File: config.mk
export PLATFORM = sky130hd
export DESIGN_NAME = fish_ctrl
export DESIGN_NICKNAME = d
export VERILOG_FILES = /design/src/design/fish_pkg.sv /design/src/design/fish_ctrl.sv
export SDC_FILE = /design/constraint.sdc
export NUM_CORES = 1
export LEC_CHECK = 0
export ABC_CLOCK_PERIOD_IN_PS = 1500
export BUFFER_PORTS_ARGS = -buffer_cell sky130_fd_sc_hd__buf_2
export CAP_MARGIN = 20
export CORE_AREA = 2 2 39 41
export CTS_CLUSTER_DIAMETER = 100
export DETAILED_ROUTE_END_ITERATION = 8
export DIE_AREA = 0 0 41 43
export PLACE_DENSITY_LB_ADDON = 0.05
export SYNTH_ARGS = -nofsm -noshare
export SYNTH_HDL_FRONTEND = slang
export SYNTH_SLANG_ARGS = --single-unit
export TNS_END_PERCENT = 5
File: constraint.sdc
create_clock -name clk -period 1.5 [get_ports clk]
set_input_delay 0.15 -clock clk [delete_from_list [all_inputs] [get_ports clk]]
set_output_delay 0.15 -clock clk [all_outputs]
set_load 0.02 [all_outputs]
File: src/design/fish_pkg.sv
// Shared types, constants and codes for the flux interval scatter histogram.
// Used by every module of the block; depends on nothing else.
package fish_pkg;

    localparam int IMG_WIDTH_DEF  = 512;
    localparam int IMG_HEIGHT_DEF = 256;

    localparam int CFG_IDX_W  = 2;
    localparam int CFG_DATA_W = 21;
    localparam int XSPAN_W    = 20;
    localparam int YSPAN_W    = 10;
    localparam int RATE_W     = 21;
    localparam int COL_IN_W   = 9;
    localparam int ROW_IN_W   = 8;
    localparam int PIX_W      = 8;
    localparam int TIME_W     = 48;
    localparam int CELLS_W    = 24;
    localparam int FRAC_W     = 16;

    localparam int NUM_W = 64;
    localparam int DEN_W = 36;

    localparam logic [CFG_IDX_W-1:0] CFG_X_SPAN   = 2'd0;
    localparam logic [CFG_IDX_W-1:0] CFG_Y_SPAN   = 2'd1;
    localparam logic [CFG_IDX_W-1:0] CFG_FIX_RATE = 2'd2;
    localparam logic [CFG_IDX_W-1:0] CFG_USE_RATE = 2'd3;

    localparam logic [XSPAN_W-1:0] X_SPAN_RST   = 20'd200000;
    localparam logic [YSPAN_W-1:0] Y_SPAN_RST   = 10'd16;
    localparam logic [RATE_W-1:0]  FIX_RATE_RST = 21'd250000;

    localparam logic [NUM_W-1:0] US_PER_S   = 64'd1000000;
    localparam logic [NUM_W-1:0] STEP_NUM   = 64'd500000 << FRAC_W;
    localparam logic [PIX_W-1:0] PIX_WHITE  = 8'd255;
    localparam logic [PIX_W-1:0] GREY_OFFS  = 8'd40;
    localparam logic [PIX_W-1:0] GREY_BASE  = PIX_WHITE - GREY_OFFS;

    typedef enum logic [1:0] {
        SEL_STEP,
        SEL_COL,
        SEL_Q
    } fish_sel_t;

    typedef enum logic [3:0] {
        ST_CLEAR,
        ST_IDLE,
        ST_DSTEP,
        ST_DCOL,
        ST_DQ,
        ST_ADDR,
        ST_RD,
        ST_WR,
        ST_UPD,
        ST_FIN
    } fish_state_t;

    typedef struct packed {
        logic      clr;
        logic      accept;
        logic      div_start;
        fish_sel_t start_sel;
        logic      cap;
        fish_sel_t cap_sel;
        logic      addr_ld;
        logic      mem_rd;
        logic      mem_wr;
        logic      upd;
        logic      out_ld;
    } fish_cmd_t;

    typedef struct packed {
        logic clr_last;
        logic div_done;
        logic func;
        logic data_bit;
        logic hit;
        logic out_busy;
    } fish_sts_t;

endpackage

File: src/design/fish_ctrl.sv
// Controller state machine: store clearing, divider sequencing, store update
// and result hand-off. Depends on fish_pkg.
module fish_ctrl (
    input  logic                clk,
    input  logic                rst_n,
    input  logic                in_valid,
    output logic                in_ready,
    input  fish_pkg::fish_sts_t sts,
    output fish_pkg::fish_cmd_t cmd
);
    import fish_pkg::*;

    fish_state_t state_reg;
    fish_state_t state_next;

    always_ff @(posedge clk or negedge rst_n)
    begin
        if (!rst_n)
        begin
            state_reg <= ST_CLEAR;
        end
        else
        begin
            state_reg <= state_next;
        end
    end

    always_comb
    begin
        state_next    = state_reg;
        in_ready      = 1'b0;
        cmd.clr       = 1'b0;
        cmd.accept    = 1'b0;
        cmd.div_start = 1'b0;
        cmd.start_sel = SEL_STEP;
        cmd.cap       = 1'b0;
        cmd.cap_sel   = SEL_STEP;
        cmd.addr_ld   = 1'b0;
        cmd.mem_rd    = 1'b0;
        cmd.mem_wr    = 1'b0;
        cmd.upd       = 1'b0;
        cmd.out_ld    = 1'b0;
        case (state_reg)
            ST_CLEAR:
            begin
                cmd.clr = 1'b1;
                if (sts.clr_last)
                begin
                    state_next = ST_IDLE;
                end
            end
            ST_IDLE:
            begin
                in_ready   = 1'b1;
                cmd.accept = in_valid;
                if (in_valid)
                begin
                    state_next = ST_ADDR;
                end
            end
            ST_ADDR:
            begin
                if (sts.func)
                begin
                    cmd.addr_ld = 1'b1;
                    state_next  = ST_RD;
                end
                else
                begin
                    cmd.div_start = 1'b1;
                    cmd.start_sel = SEL_STEP;
                    state_next    = ST_DSTEP;
                end
            end
            ST_DSTEP:
            begin
                cmd.start_sel = SEL_COL;
                if (sts.div_done)
                begin
                    cmd.cap     = 1'b1;
                    cmd.cap_sel = SEL_STEP;
                    if (sts.data_bit)
                    begin
                        cmd.div_start = 1'b1;
                        state_next    = ST_DCOL;
                    end
                    else
                    begin
                        state_next = ST_UPD;
                    end
                end
            end
            ST_DCOL:
            begin
                cmd.start_sel = SEL_Q;
                if (sts.div_done)
                begin
                    cmd.cap       = 1'b1;
                    cmd.cap_sel   = SEL_COL;
                    cmd.div_start = 1'b1;
                    state_next    = ST_DQ;
                end
            end
            ST_DQ:
            begin
                if (sts.div_done)
                begin
                    cmd.cap     = 1'b1;
                    cmd.cap_sel = SEL_Q;
                    state_next  = ST_WR;
                end
            end
            ST_WR:
            begin
                cmd.addr_ld = 1'b1;
                state_next  = ST_RD;
            end
            ST_RD:
            begin
                cmd.mem_rd = 1'b1;
                if (sts.func)
                begin
                    state_next = ST_FIN;
                end
                else
                begin
                    state_next = ST_UPD;
                end
            end
            ST_UPD:
            begin
                cmd.upd    = 1'b1;
                cmd.mem_wr = sts.hit && sts.data_bit;
                state_next = ST_FIN;
            end
            ST_FIN:
            begin
                if (!sts.out_busy)
                begin
                    cmd.out_ld = 1'b1;
                    state_next = ST_IDLE;
                end
            end
            default:
            begin
                state_next = ST_IDLE;
            end
        endcase
    end

`ifndef SYNTHESIS
    a_accept_next: assert property (@(posedge clk) disable iff (!rst_n)
        (in_valid && in_ready) |=> (state_reg == ST_ADDR))
        else $error("accepted transfer did not start processing");
    a_out_free: assert property (@(posedge clk) disable iff (!rst_n)
        cmd.out_ld |-> !sts.out_busy)
        else $error("result loaded over a pending transfer");
    a_wr_hit: assert property (@(posedge clk) disable iff (!rst_n)
        cmd.mem_wr |-> (sts.hit && !sts.func && $past(cmd.mem_rd)))
        else $error("store written without a hit read");
    a_cap_done: assert property (@(posedge clk) disable iff (!rst_n)
        cmd.cap |-> sts.div_done)
        else $error("quotient captured before the divider finished");
`endif

endmodule

* Word-level counts from Yosys, hierarchy flattened
Cells that the tools add are included.
Operators by class: $add $sub $neg 0, $mul 0, divide/modulo/power cells 0, magnitude comparators 0, equality and inequality tests 15, shift-type cells 0, mux-type cells 28, bitwise logic cells 0, reduce and logical (&&, ||, !) cells 3
Operators with widths (count):
- one-hot mux 4 bit (10 select lines) | 1
- 2-to-1 mux 4 bit | 7
- one-hot mux 3 bit (3 select lines) | 2
- == test 4 x 3 -> 1 bit (second input constant) | 4
- 2-to-1 mux 3 bit | 5
- != test 2 bit (second input constant) | 6
- 2-to-1 mux 1 bit | 11
- == test 4 x 2 -> 1 bit (second input constant) | 2
- == test 4 bit (second input constant) | 2
- AND reduction 6 bit | 1
- == test 4 x 1 -> 1 bit (second input constant) | 1
- zero test 4 bit | 1
- 2-to-1 mux 2 bit | 1
- one-hot mux 1 bit (2 select lines) | 1
- logical AND 1 bit | 1
Word-level totals: flip-flop bits (word level) 4, bits in latches 0, RAM bits 0, bits in read-only memories 0, input port bits 9, output and inout port bits 14, logic and storage cells 47, memories 0

* Logic depth before layout (Yosys ltp)
Gate-level depths: netlist (run 1).
depth after elaboration 3, gate-level depth with buffers 5, gate-level depth less buffers 4

* Worst setup path before layout (run 1)
Ideal clock, no wire load.
path type register to output, start point register state_reg[0], end point output cmd[11] in the netlist's numbering, arrival time 1.761 ns, required time 1.350 ns, slack -0.411 ns, stages on the path, launching flop included 5, buffers on the path 1, cell sequence dfrtp_1 -> buf_2 -> inv_1 -> nor4_1 -> and2_1
RTL lines:
- start, declared | RTL line fish_ctrl.sv:13 | fish_state_t state_reg;
- start signal, assigned | RTL line fish_ctrl.sv:24 | state_reg <= state_next;
- end, declared | RTL line fish_ctrl.sv:9 | output fish_pkg::fish_cmd_t cmd

==> results of run 1 <==
## synth_stat cells
| cell type | instances |
|---|---|
| a21oi_1 | 3 |
| a22oi_2 | 1 |
| a32oi_1 | 1 |
| and2_1 | 2 |
| and3_1 | 2 |
| and4bb_1 | 1 |
| buf_2 | 3 |
| buf_6 | 1 |
| clkbuf_1 | 1 |
| dfrtp_1 | 4 |
| inv_1 | 2 |
| mux2_2 | 1 |
| mux2_4 | 1 |
| mux2i_1 | 3 |
| nand2_1 | 4 |
| nand2b_1 | 3 |
| nor2_1 | 5 |
| nor2b_1 | 4 |
| nor3_1 | 4 |
| nor3b_1 | 1 |
| nor4_1 | 2 |
| nor4bb_1 | 1 |
| o21ai_0 | 2 |
| o21ba_1 | 1 |
| o22a_1 | 1 |
| o2bb2ai_1 | 1 |
| o31ai_4 | 1 |
| o32ai_1 | 1 |
| o32ai_2 | 1 |
| or2b_1 | 1 |
## cells by family (layout without fill, tap and decap cells)
family,count (synthesis),after routing,share of synthesized area (%)
flops,4,4,20.6
compound gates,13,13,24.7
mux,5,5,11.6
simple gates,30,30,35.5
buf+inv,7,40,7.71
## worst min path at each step
stage / startpoint / to / slack (ps) / depth (start not counted)
2_1_floorplan: rst_n / state_reg[0]$_DFFE_PN0P_ / -150 / 0
3_3_place_gp: rst_n / state_reg[0]$_DFFE_PN0P_ / -40 / 1
3_5_place_dp: rst_n / state_reg[1]$_DFFE_PN0P_ / -40 / 1
4_1_cts: sts[0] / state_reg[3]$_DFFE_PN0P_ / 190 / 3
5_1_grt: sts[0] / state_reg[3]$_DFFE_PN0P_ / 220 / 3
6_report: sts[0] / state_reg[3]$_DFFE_PN0P_ / 200 / 3
## worst min-delay path: cells and delay by family
family	cells	cell delay [ps]
and+or+nand+nor	1	60
AOI/OAI and AO/OA	1	70
buffers and inverters	1	120
## what timing repair did
| action | 4_1_cts | 5_1_grt |
|---|---|---|
| hold endpoints to repair | 4 | 0 |
| resized for setup | 7 | 9 |
| setup endpoints to repair | 7 | 16 |
| buffers inserted | 1 | 0 |
| hold buffers | 1 | 0 |
| pin swaps | 0 | 2 |
## layout make-up
| type | count | area [um^2] |
|---|---|---|
| clock buffers | 3 | 22.5 |
| fillers | 132 | 593 |
| inverters | 2 | 7.51 |
| multi-input cells | 48 | 403 |
| flip-flops and latches | 4 | 103 |
| well taps | 16 | 20.0 |
| repair buffers | 35 | 235 |
## through the flow
stage / total power, mW / hold slack (ps) / instance area (um^2) / util, %
floorplan: 1.18 / -146 / 518 / -
global placement: 1.59 / -35.8 / 701 / 50.6
detailed placement: 1.59 / -39.5 / 701 / 50.6
CTS: 1.82 / 192 / 764 / 55.2
global route: 2.01 / 219 / 791 / 57.1
finish: 1.84 / 199 / 791 / 57.1
## power by group through the flow
stage	clock network, mW	registers (mW)	logic (mW)
floorplan	0	0.224	0.957
global placement	0	0.235	1.36
detailed placement	0	0.237	1.36
CTS	0.148	0.236	1.43
global route	0.157	0.258	1.59
finish	0.139	0.246	1.46
## layer usage
| metal | GRT usage [%] | vias up |
|---|---|---|
| li1 | - | 283 |
| met1 | 23.1 | 243 |
| met2 | 25.0 | 21 |
| met3 | 3.14 | 5 |
| met4 | 14.0 | 0 |
| met5 | 0 | - |
==> qor.yml, run 1 <==
status: "complete, but fails checks"
violations: "setup timing"
io_buffers: 22
gr-total-overflow: 0
worst_pin_slew_ps: 254
max_cap_viol_count: 0
intPower_mw: 0.987
synthToLayoutAreaGrowth_pct: 62.5
met2_length_um: 593
timing.critical_path.mode_cell: "buf_4"
largest_reg_flops: 4
crit_end: "cmd[10]"
ys_ff_latch: 4
cp_top_family: "flip-flops"
grt_pass1_wl_um: 2020
crit_path_end_kind: "output pin"
io_pins: 23
vias: 552
p_clk_share_pct: 7.6
fin_skew_ps: 2.74
powerDensity_mw_per_mm2: 2330
finalCritPeriodShare_pct: 103
die-area_mm2: 0.00176
synthCells: 59
finalWeightedCongestion: 0.713
drcViolationCount: 0
dieWidth_um: 41
startpoint: "state_reg[1]$_DFFE_PN0P_"
top_layer_used: "met4"
grt_use_total_pct: 17.9
wire_per_inst_um: 12.1
hold_viol_final: 0
synth.avg_cell_area_um2: 8.25
core_area_mm2: 0.00138
cp_data_arrival_time_ps: 1400
antenna_cells: 0
r2r-end: "state_reg[1]$_DFFE_PN0P_"
yosysWarnings: 0
first_iter_violations: 4
p_comb_share_pct: 79.1
synthesis.nets: 68
period_needed_ps: 1550
synth-seq-area-share_pct: 20.6
crit_chain: "nor2b_2 -> buf_4 -> o2bb2ai_1 -> a32oi_1 -> nor2_1 -> buf_4"
clock_sinks: 4
power.switching_mw: 0.858
final_common_cell: "buf_4"
wl_met3_um: 55
critPathSlowestCell: "dfrtp_1"
root_buffer: "clkbuf_4"
synth_top_area_cell: "dfrtp_1"
grt_max_degree: 14
ff2ff_path_depth: 4
die_h_um: 43
ys_types: 30
mappedNetlistArea_um2: 487
postRouteAntennaNets: 0
antenna_found_initial: 0
numCtsBuffers: 3
dp_hpwl_um: 1010
drv_slew: 0
p_leak_nw: 0.386
final_cell_mix: "buf_4, buf_2, nor2_1, nand2_1"
rsz0062_at_grt: "yes"
start_util_pct: 35.2
clock.fmax_ghz: 0.646
slew_headroom_pct: 83.1
swShare_pct: 46.5
drive_above_1_share_pct: 56.5
routed_wl_um: 1310
cp.depth: 6
fin_nets: 103
setup_viol: 5
dp_cells: 103
via_per_inst: 5.11
yosys-top-cells-area: "dfrtp_1, mux2i_1, nor2b_1"
clock_path_buffers: 2
pwr-share-seq_pct: 13.3
clkTransAtPathRegs_ps: 40
met1Wirelength_um: 611
instances_no_fill: 108
reg2reg_from: "state_reg[1]$_DFFE_PN0P_"
first_global_vias: 460
path_buf_inv: 2
setup_tns_ps: -127
synth_top_area_share_pct: 20.6
crit_path_start_kind: "flop"
reg2reg_slack_ps: 20
place_ws_ps: 20.2
cp.required_ps: 1350
max_stage_delay_ps: 400
critPathMaxFanout: 5
first_pass_iters: 4
insertion_delay_ps: 240
cts_tree: "built"
core.rowCount: 14
cts_max_level: 1
crit_type: "reg -> out"
hold_class: "in -> reg"
setup_ws_ps: -49.0
peakVddDrop_mv: 0.986
(Power assumes the default switching activity.)
==> run 2: changes to the inputs <==
--- a/config.mk
+++ b/config.mk
@@ -6,8 +6,8 @@
 export NUM_CORES = 1
 export LEC_CHECK = 0
 export ABC_CLOCK_PERIOD_IN_PS = 1500
-export BUFFER_PORTS_ARGS = -buffer_cell sky130_fd_sc_hd__buf_2
-export CAP_MARGIN = 20
+export BUFFER_PORTS_ARGS = -buffer_cell sky130_fd_sc_hd__buf_4
+export CAP_MARGIN = 30
 export CORE_AREA = 2 2 39 41
 export CTS_CLUSTER_DIAMETER = 100
 export DETAILED_ROUTE_END_ITERATION = 8
==> run 2 against run 1 <==
  * The run still ends with setup timing left
  * Power up 16%
  * Combinational power increased by 20%
  * Final area rose by 15%
  * Global-route usage is 0.57 points higher
  * Non-clock buffer count rose by 1
  * Count of clock-buffer cells in the layout stayed put
  * Critical path depth fell by 1
  * Die area unchanged
  * Final cell count increased by 0.93%
  * First-iteration DRC count shrank 50%
  * Worst setup slack worse by 31 ps
  * Sequential power up 3%
  * Critical path type unchanged
  * Largest cell class unchanged
  * Largest power group unchanged
==> qor.yml, run 2 (synthesis gave the netlist of run 1 again) <==
status: "complete, but fails checks"
violations: "setup timing"
core.rowCount: 14  # unchanged
crit_path_start_kind: "flop"
start_util_pct: 35.2  # unchanged
fillCellCount: 127  # -3.8%
postRouteAntennaNets: 0  # unchanged
setup_ws_ps: -80.1  # -31.1 ps
setup_viol: 4  # -1
hold_class: "in -> reg"
first_pass_iters: 3  # -1
dieWidth_um: 41  # unchanged
clock_path_buffers: 2  # unchanged
clock_sinks: 4  # unchanged
final_common_cell: "buf_4"
grt_max_degree: 11  # -3
core_area_mm2: 0.00138  # unchanged
io_pins: 23  # unchanged
r2r-end: "state_reg[1]$_DFFE_PN0P_"
fin_hold_ws_ps: 188  # -10.6 ps
root_buffer: "clkbuf_4"
max_cap_viol_count: 0  # unchanged
final_cell_mix: "buf_4, buf_6, nor2_1, nand2_1"
rsz0062_at_grt: "yes"
peakVddDrop_mv: 1.10  # +12%
critPathMaxFanout: 6  # +1
powerDensity_mw_per_mm2: 2350  # +0.78%
min_from: "sts[4]"
cp.required_ps: 1350  # about the same
cts_max_level: 1  # unchanged
wire_per_inst_um: 12.6  # +4.2%
synthToLayoutAreaGrowth_pct: 87.1
die_h_um: 43  # unchanged
gr-total-overflow: 0  # unchanged
stdcell_area_um2: 911  # +15%
place_ws_ps: 31.9  # +11.7 ps
cp_data_arrival_time_ps: 1430  # +30 ps
hold_depth: 2  # -1
instances_no_fill: 109  # +0.93%
place_area_um2: 763  # +8.9%
crit_type: "reg -> out"
finalWeightedCongestion: 0.748  # +4.9%
insertion_delay_ps: 240  # about the same
dp_hpwl_um: 1070  # +5.9%
routed_wl_um: 1380  # +5.1%
clock.fmax_ghz: 0.633  # -2.0%
drcViolationCount: 0  # unchanged
drv_slew: 0  # unchanged
period_needed_ps: 1580  # +31.1 ps
largest_reg_flops: 4  # unchanged
numCtsBuffers: 3  # unchanged
slew_headroom_pct: 81.8  # -1.3 points
fin_nets: 104  # +0.97%
vias: 561  # +1.6%
reg2reg_slack_ps: 20  # about the same
first_iter_violations: 2  # -2
p_leak_nw: 0.421  # +9.2%
clkTransAtPathRegs_ps: 40  # about the same
fin_skew_ps: 0.630  # -2.11 ps
finalCritPeriodShare_pct: 105  # +2.1 points
crit_path_end_kind: "output pin"
grt_pass1_wl_um: 2270  # +12%
dp_cells: 104  # +0.97%
first_global_vias: 560  # +22%
via_per_inst: 5.15  # +0.70%
ff2ff_path_depth: 4  # unchanged
antenna_found_initial: 0  # unchanged
drive_above_1_share_pct: 61.3  # +4.8 points
worst_pin_slew_ps: 273  # +19.0 ps
cts_tree: "built"
min_to: "state_reg[2]$_DFFE_PN0P_"
die-area_mm2: 0.00176  # unchanged
io_buffers: 22  # unchanged
reg2reg_from: "state_reg[1]$_DFFE_PN0P_"
grt_use_total_pct: 18.5  # +0.57 points
antenna_cells: 0  # unchanged
hold_viol_final: 0  # unchanged
==> run 2: worst max path at each step <==
stage                                  start                  endpoint  slack, ps  cells past startpoint
floorplan           state_reg[1]$_DFFE_PN0P_                   cmd[12]        -50                      3
global placement    state_reg[2]$_DFFE_PN0P_  state_reg[1]$_DFFE_PN0P_         30                      4
detailed placement  state_reg[1]$_DFFE_PN0P_  state_reg[1]$_DFFE_PN0P_         30                      4
CTS                 state_reg[1]$_DFFE_PN0P_                   cmd[11]        -60                      4
global route        state_reg[2]$_DFFE_PN0P_                    cmd[2]       -120                      5
finish              state_reg[2]$_DFFE_PN0P_                    cmd[2]        -80                      5
==> run 2: final cells by class <==
class                      instances  area, um^2  area share, %
clock buffer                       3        22.5           2.47
inverter                           2        7.51          0.824
multi-input combinational         48         452           49.6
sequential                         4         103           11.3
tap                               16        20.0           2.20
timing repair buffer              36         307           33.7
==> run 2: metrics by stage <==
stage | TNS, ps | utilization, % | total power, mW
after floorplan | -204 | - | 1.18
after global placement | 0 | 55.2 | 1.69
after detailed placement | 0 | 55.2 | 1.69
after CTS | -241 | 62.1 | 2.00
after global routing | -691 | 65.8 | 2.29
final | -164 | 65.8 | 2.14
==> run 2: timing repair <==
item | 4_1_cts | 5_1_grt
setup buffers | 1 | 0
setup endpoints to repair | 9 | 10
hold buffers | 1 | 0
pin swaps | 2 | 5
endpoints found under the hold margin | 4 | 0
resized for setup | 11 | 15
==> run 2: power by group <==
| part | internal, mW | switching (mW) |
|---|---|---|
| Combinational | 0.918 | 0.831 |
| Sequential | 0.172 | 0.0810 |
| Clock | 0.0898 | 0.0484 |
| Total | 1.18 | 0.961 |
==> run 2: routing by layer <==
metal	share of wire, %	vias to the layer above	global-route usage (%)
li1	-	286	-
met1	44	258	24.2
met2	51	15	29.1
met3	4.6	2	2.09
met4	0.73	0	8.00
met5	0	-	0
==> run 2: critical path, cell delays in order (launching register included) <==
cell	delay, ps
dfrtp_2	460
buf_6	160
nand2b_4	150
nor3_4	110
and3_1	180
buf_6	120
==> run 3: changes to the inputs <==
--- a/config.mk
+++ b/config.mk
@@ -12,7 +12,9 @@
 export CTS_CLUSTER_DIAMETER = 100
 export DETAILED_ROUTE_END_ITERATION = 8
 export DIE_AREA = 0 0 41 43
+export GPL_TIMING_DRIVEN = 0
 export PLACE_DENSITY_LB_ADDON = 0.05
+export REMOVE_ABC_BUFFERS = 1
 export SYNTH_ARGS = -nofsm -noshare
 export SYNTH_HDL_FRONTEND = slang
 export SYNTH_SLANG_ARGS = --single-unit
==> run 3 against run 2 <==
  * The flow still finishes with violations (setup timing)
  * First-iteration DRC count rose to 4.0 times the previous value
  * Largest power group unchanged
  * Utilization shrank 5.4 points
  * Critical endpoint is now state_reg[1]$_DFFE_PN0P_
  * Global-route usage grew 1.6 points
  * Sequential cell count unchanged
  * Critical path type is now reg -> reg
  * Final cell count is the same
  * Final area is 8.2% lower
  * Count of clock-buffer cells in the layout unchanged
  * Worst setup slack improved by 4.0 ps
==> qor.yml, run 3 (synthesis gave the netlist of run 1 again) <==
dp_cells: 92  # -12%
drive_above_1_share_pct: 60.2  # -1.1 points
powerDensity_mw_per_mm2: 2340  # -0.52%
via_per_inst: 5.36  # +4.1%
clock.fmax_ghz: 0.634  # +0.25%
start_util_pct: 35.2  # unchanged
grt_pass1_wl_um: 2410  # +6.1%
clkTransAtPathRegs_ps: 40  # about the same
grt_max_degree: 17  # +6
worst_pin_slew_ps: 298  # +25.1 ps
crit_path_end_kind: "flop"
hold_viol_final: 0  # unchanged
rsz0062_at_grt: "yes"
vias: 584  # +4.1%
finalCritPeriodShare_pct: 105  # -0.27 points
clock_sinks: 4  # unchanged
numCtsBuffers: 3  # unchanged
first_pass_iters: 4  # +1
cts_tree: "built"
place_ws_ps: -350  # -382 ps
dieWidth_um: 41  # unchanged
seq_area_um2: 108  # +4.9%
critPathMaxFanout: 7  # +1
routed_wl_um: 1520  # +10%
utilization_pct: 60.4  # -5.4 points
cp.required_ps: 1620  # +270 ps
final_cell_mix: "buf_4, nor2_1, nand2_1"
violations: "setup timing"
peakVddDrop_mv: 0.980  # -11%
place_area_um2: 642  # -16%
fin_nets: 104  # unchanged
multi_input_area_um2: 400  # -11%
core_area_mm2: 0.00138  # unchanged
setup_tns_ps: -191  # -26.8 ps
p_total_mw: 1.95  # -8.7%
insertion_delay_ps: 250  # about the same
fillCellCount: 136  # +7.1%
first_iter_violations: 8  # +6
drcViolationCount: 0  # unchanged
fin_skew_ps: 3.78  # +3.15 ps
max_cap_viol_count: 0  # unchanged
setup_ws_ps: -76.1  # +4.02 ps
antenna_cells: 0  # unchanged
wire_per_inst_um: 13.9  # +10%
slew_headroom_pct: 80.1  # -1.6 points
stdcell_area_um2: 836  # -8.2%
first_global_vias: 533  # -4.8%
synthToLayoutAreaGrowth_pct: 71.7
fin_hold_ws_ps: 178  # -9.96 ps
largest_reg_flops: 4  # unchanged
crit_type: "reg -> reg"
clock_path_buffers: 2  # unchanged
cp_data_arrival_time_ps: 1700  # +270 ps
cts_max_level: 1  # unchanged
io_buffers: 22  # unchanged
crit_path_start_kind: "flop"
postRouteAntennaNets: 0  # unchanged
die_h_um: 43  # unchanged
dp_hpwl_um: 833  # -22%
core.rowCount: 14  # unchanged
final_common_cell: "buf_4"
grt_use_total_pct: 20.1  # +1.6 points
die-area_mm2: 0.00176  # unchanged
io_pins: 23  # unchanged
finalWeightedCongestion: 0.678  # -9.5%
p_leak_nw: 0.399  # -5.4%
drv_slew: 0  # unchanged
instances_no_fill: 109  # unchanged
period_needed_ps: 1580  # -4.02 ps
hold_class: "in -> reg"
status: "complete, but fails checks"
gr-total-overflow: 0  # unchanged
root_buffer: "clkbuf_4"
setup_viol: 5  # +1
antenna_found_initial: 0  # unchanged
==> run 3: layer usage <==
layer	up-vias	part of all wire [%]	GRT usage, %
met3	3	5.5	1.57
li1	288	-	-
met2	23	46	29.7
met4	0	1.8	12.0
met1	270	47	27.1
met5	-	0	0
==> run 3: repair_timing <==
item,CTS,global route
hold buffers,1,0
setup buffers,10,3
endpoints found under the hold margin,4,0
gates resized for setup,14,5
pin swaps,0,1
endpoints found under the setup margin,16,16
==> run 3: layout make-up <==
class                   instances  share of cell area, %
inverters                       2                  0.898
flip-flops and latches          4                   12.9
multi-input cells              48                   47.9
well taps                      16                   2.40
repair buffers                 36                   33.2
clock buffers                   3                   2.69
==> run 3: final timing paths <==
check,from,to,slack [ps],cells after the start
worst min register to register,state_reg[0]$_DFFE_PN0P_,state_reg[3]$_DFFE_PN0P_,660,2
worst max register to register,state_reg[2]$_DFFE_PN0P_,state_reg[1]$_DFFE_PN0P_,-80,5
min in group asynchronous,rst_n,state_reg[3]$_DFFE_PN0P_,240,2
max in group asynchronous,rst_n,state_reg[2]$_DFFE_PN0P_,1140,2
worst min-delay path,sts[4],state_reg[2]$_DFFE_PN0P_,180,2
worst max-delay path,state_reg[2]$_DFFE_PN0P_,state_reg[1]$_DFFE_PN0P_,-80,5
==> run 3: power by group <==
part	switching (mW)	total (mW)	leakage (nW)	internal, mW
combinational	0.720	1.51	0.340	0.789
clock	0.0508	0.141	0.0138	0.0899
sequential	0.120	0.304	0.0442	0.184
==> run 3: critical path: stages (launching register included) <==
cell      delay (ps)
dfrtp_2          440
buf_6            140
nand2b_4          60
o21ba_4          210
o31ai_4          270
mux2_4           330
